**src/design/mpsm_ram.sv**
```systemverilog
`timescale 1ns / 1ps

module mpsm_ram #(
	parameter int WIDTH = 8,
	parameter int DEPTH = 256
) (
	input  logic                                  clk,
	input  logic                                  we,
	input  logic [(DEPTH > 1 ? $clog2(DEPTH) : 1)-1:0] waddr,
	input  logic [WIDTH-1:0]                      wdata,
	input  logic [(DEPTH > 1 ? $clog2(DEPTH) : 1)-1:0] raddr,
	output logic [WIDTH-1:0]                      rdata
);
	logic [WIDTH-1:0] mem [DEPTH];

	always_ff @(posedge clk) begin
		if (we) begin
			mem[waddr] <= wdata;
		end
		rdata <= mem[raddr];
	end
endmodule

```
**config.mk**
```make
export PLATFORM = sky130hd
export DESIGN_NAME = mpsm_ram
export DESIGN_NICKNAME = d
export VERILOG_FILES = /design/src/design/mpsm_ram.sv
export SDC_FILE = /design/constraint.sdc
export NUM_CORES = 2
export LEC_CHECK = 0
export BUFFER_PORTS_ARGS = -buffer_cell sky130_fd_sc_hd__buf_2
export CAP_MARGIN = 20
export CORE_MARGIN = 4
export CORE_UTILIZATION = 60
export CTS_CLUSTER_DIAMETER = 40
export CTS_CLUSTER_SIZE = 25
export DETAILED_ROUTE_END_ITERATION = 12
export PLACE_DENSITY = 0.76
export SYNTH_ARGS = -nofsm -noshare
export SYNTH_HDL_FRONTEND = slang
export SYNTH_SLANG_ARGS = --single-unit
```
**constraint.sdc**
```tcl
create_clock -name clk -period 7.8 [get_ports clk]
set_clock_uncertainty 0.2 [all_clocks]
set_input_delay 1.56 -clock clk [delete_from_list [all_inputs] [get_ports clk]]
set_output_delay 1.56 -clock clk [all_outputs]
set_load 0.01 [all_outputs]
```
* After elaboration in Yosys (flattened, before gate mapping)
Memories as Yosys holds them, arrays and structs flattened. A register that Yosys moved wholly into a read port is not among the register bits. Index checks and enable logic that the tools add are counted.
Operators by class: muxes and demuxes 2
Operators with widths (count):
- $mux 1 | 2
Word-level totals: flip-flop bits (word level) 0, bits in writable memories 2048, input bits 26, output and inout port bits 8, word-level logic and storage cells 3, memories kept 1
Memory list:
- mem | depth 256, bits a word 8, read ports 1, clocked after memory_dff 1, write ports 1, RTL line 14 | logic [WIDTH-1:0] mem [DEPTH];

* Depth between registers and ports, before layout
depth in word-level cells 2, gate-level depth with buffers 11, mapped depth without buffers 6

* Worst setup path after synthesis
OpenSTA, ideal clock, no wires.
path kind input to register, start input port raddr[0] (netlist name), end register rdata[2] (read register of mem), setup time 0.131 ns, data arrival time 3.367 ns, setup slack 4.102 ns, stages on the path 9, buffers on the path 4, cells stage by stage buf_6 > buf_12 > buf_8 > buf_2 > mux4_2 > a22oi_1 > a21oi_1 > nor4_1 > nor4_2
RTL lines:
- start, declared | RTL line 11 | input logic [(DEPTH > 1 ? $clog2(DEPTH) : 1)-1:0] raddr,
- end, declared | RTL line 12 | output logic [WIDTH-1:0] rdata

==> impl_results.md <==
* Total global routing track utilization at 28.3%
* Vias in the first global route at 39508
* Total CTS buffers at 193
* Clk pwr share at 42.7%
* Ys flop type: edfxtp_1
* Critical Path End Type: flip-flop
* Seq pwr share at 52.7%
* Most common cell after layout, fill and taps aside: edfxtp_1
* R2R Setup Slk at 4.59 ns
* Hold-fix buffers at CTS at 0
* Antenna violations before repair at 13
* Post-route antenna net violation count at 0
* Fin crit share at 61.4%
* Vias post-DR at 39492
* Syn Area/Cell at 21.3 µm²
* Final setup fails at 0
* Via/cell ratio at 6.87
* Avg WL per Cell at 33.4 µm
* H-Tree Depth at 4
* Synth unique cells at 55
* Die area at 138000 µm²
* Switching part of the total at 22.5%
* Comb power frac at 4.6%
* Setup crit start kind: input pin
* TritonCTS clock tree: built
* Post-Syn Instances at 3733
* GP Congestion at 0.843
* Core footprint at 132000 µm²
* Fin. Hold Viols at 0
* Rows at 133
* Max IR drop VDD at 0.269 mV
* DRT iter0 DRCs at 5859
* Minimum clock period at 4.79 ns
* Switching pwr at 0.00522 W
* MaxCap Viol Count at 0
* Die Ht at 372 µm
* WP data arrival at 5.29 ns
* Pwr per Cell Area at 262 nW/µm²
* Synthesized net count at 3759
* Status: completed
* Worst hold start: mem[33][5]
* CTS max path bufs at 3
* Placed Instances at 5373
* CP Launch Point: raddr[0]
* Clock Latency Late Sink at 0.85 ns
* Post-synthesis sequential element count at 2056
* EDFF count, synth at 2048
* Finished Layout Cells at 5749
* Grt ovf at 0
* Yosys warnings at 0
* Worst-Margin Slew at 1.25 ns
* Register area share after synthesis at 77.5%
* WL final at 192000 µm
* Root Driver: clkbuf_16
* Rel. slew slack at 16.0%
* Commonest cells after routing, fill and taps aside: edfxtp_1 (2048), mux4_2 (454), nor2_1 (279)
* Worst-path clk slew at 0.07 ns
* FMAX at 209 MHz
* Final Max Slew Viols at 0
* Hold/Removal Path Class: reg2reg
* Crit Path Category: in2reg
* Port Buffers at 33
* Async SR Flop Fraction at 0%
* P&R area growth vs syn at 11.0%
* Final HPWL DP at 112000 µm
* Share of cells above drive strength 1 at 23.6%
* Largest net degree at the start of global routing at 206
* I/O pin count at 34
* R2r startpoint: mem[65][0]
* Die width at 372 µm
* Leak at 27.2 nW
* # DRC at 0
* Worst-path fanout max at 73
* # Post-CTS Setup Buffers at 0
* RSZ-0062 raised after global routing: no
* Cell Area, Synth at 79600 µm²
* Crit path required time at 8.30 ns
* Clock Sinks at 2056
* First-pass GRT wire length at 280000 µm
* Resized Gates After CTS at 0
* TritonRoute pass-1 iters at 8
* Fin nets at 3841
* Starting Density at 60.4%
* Setup TNS at 0 ns
* Internal Power at 0.0179 W
cell type report:
class | instances | area [µm²]
diodes | 9 | 22.5
clock buffers | 211 | 5000
clock inverters | 154 | 1800
fillers | 7819 | 43400
inverters | 2 | 7.51
multi-input cells | 1442 | 16500
flip-flops and latches | 2056 | 61700
well taps | 1755 | 2200
repair buffers | 120 | 1080
cells by family after synthesis:
logic type / synth area share (%)
muxes: 14.6
and+or+nand+nor: 2.63
buffers and inverters: 1.83
DFF: 77.5
AOI/OAI and AO/OA: 3.42
state kept, by name, indices dropped and copies added (netlist names):
signal	count
mem	2048
rdata	8
worst paths after layout:
kind	endpoint	cells past startpoint
worst max-delay path	rdata[2]	8
worst min-delay path	rdata[5]	6
worst max register to register	rdata[0]	5
worst min register to register	rdata[5]	6
synth_stat cells, types with 10 or more instances:
| cell type | count | area [µm²] |
|---|---|---|
| a211oi_1 | 16 | 120 |
| a221oi_1 | 13 | 114 |
| buf_4 | 27 | 203 |
| nor4_1 | 24 | 150 |
| buf_1 | 22 | 82.6 |
| clkbuf_1 | 111 | 417 |
| mux4_2 | 454 | 10200 |
| mux2i_1 | 134 | 1340 |
| o21ai_0 | 10 | 50.1 |
| a21oi_1 | 96 | 480 |
| o22ai_1 | 28 | 175 |
| a22oi_1 | 133 | 998 |
| o221ai_1 | 46 | 403 |
| buf_6 | 21 | 236 |
| edfxtp_1 | 2048 | 61500 |
| o211ai_1 | 10 | 75.1 |
| nand2_1 | 33 | 124 |
| buf_8 | 13 | 195 |
| buf_2 | 31 | 155 |
| nor2_1 | 282 | 1060 |
| nor3_1 | 22 | 110 |
| nand3_1 | 34 | 170 |
| nor2b_1 | 31 | 194 |
| nand4_1 | 10 | 62.6 |
layer usage:
layer	vias up	global-route usage, %	routed length (µm)
li1	15900	-	-
met1	20533	40.1	69100
met2	2627	43.2	91200
met3	426	7.64	24000
met4	6	10.6	7710
met5	-	0	39
worst max-delay path, stage by stage:
cell and delay (ns):
buf_8 0.66, buf_12 0.32, buf_4 0.51, mux4_2 0.57
a22oi_1 0.36, a21oi_1 0.17, nor4_1 0.94, nor4_2 0.04
power by group through the flow:
stage                     clock (W)  sequential, W  combinational [W]
after floorplan                   0         0.0124           0.000592
after global placement            0         0.0124            0.00103
after detailed placement          0         0.0124            0.00105
after CTS                   0.00995         0.0122            0.00106
after global routing         0.0105         0.0122            0.00112
final                       0.00989         0.0122            0.00107
stage by stage:
stage / hold slack, ns / setup slack (ns) / cell area, µm² / power (W) / utilization, %
2_1_floorplan: 0.570 / 4.10 / 79600 / 0.0130 / -
3_3_place_gp: 0.755 / 2.16 / 81400 / 0.0135 / 61.8
3_5_place_dp: 0.743 / 2.10 / 81400 / 0.0135 / 61.8
4_1_cts: 0.778 / 3.00 / 88200 / 0.0232 / 67.0
5_1_grt: 0.919 / 2.82 / 88300 / 0.0238 / 67.0
6_report: 0.797 / 3.01 / 88300 / 0.0232 / 67.1
No activity file was read; power rests on OpenSTA's default activity.
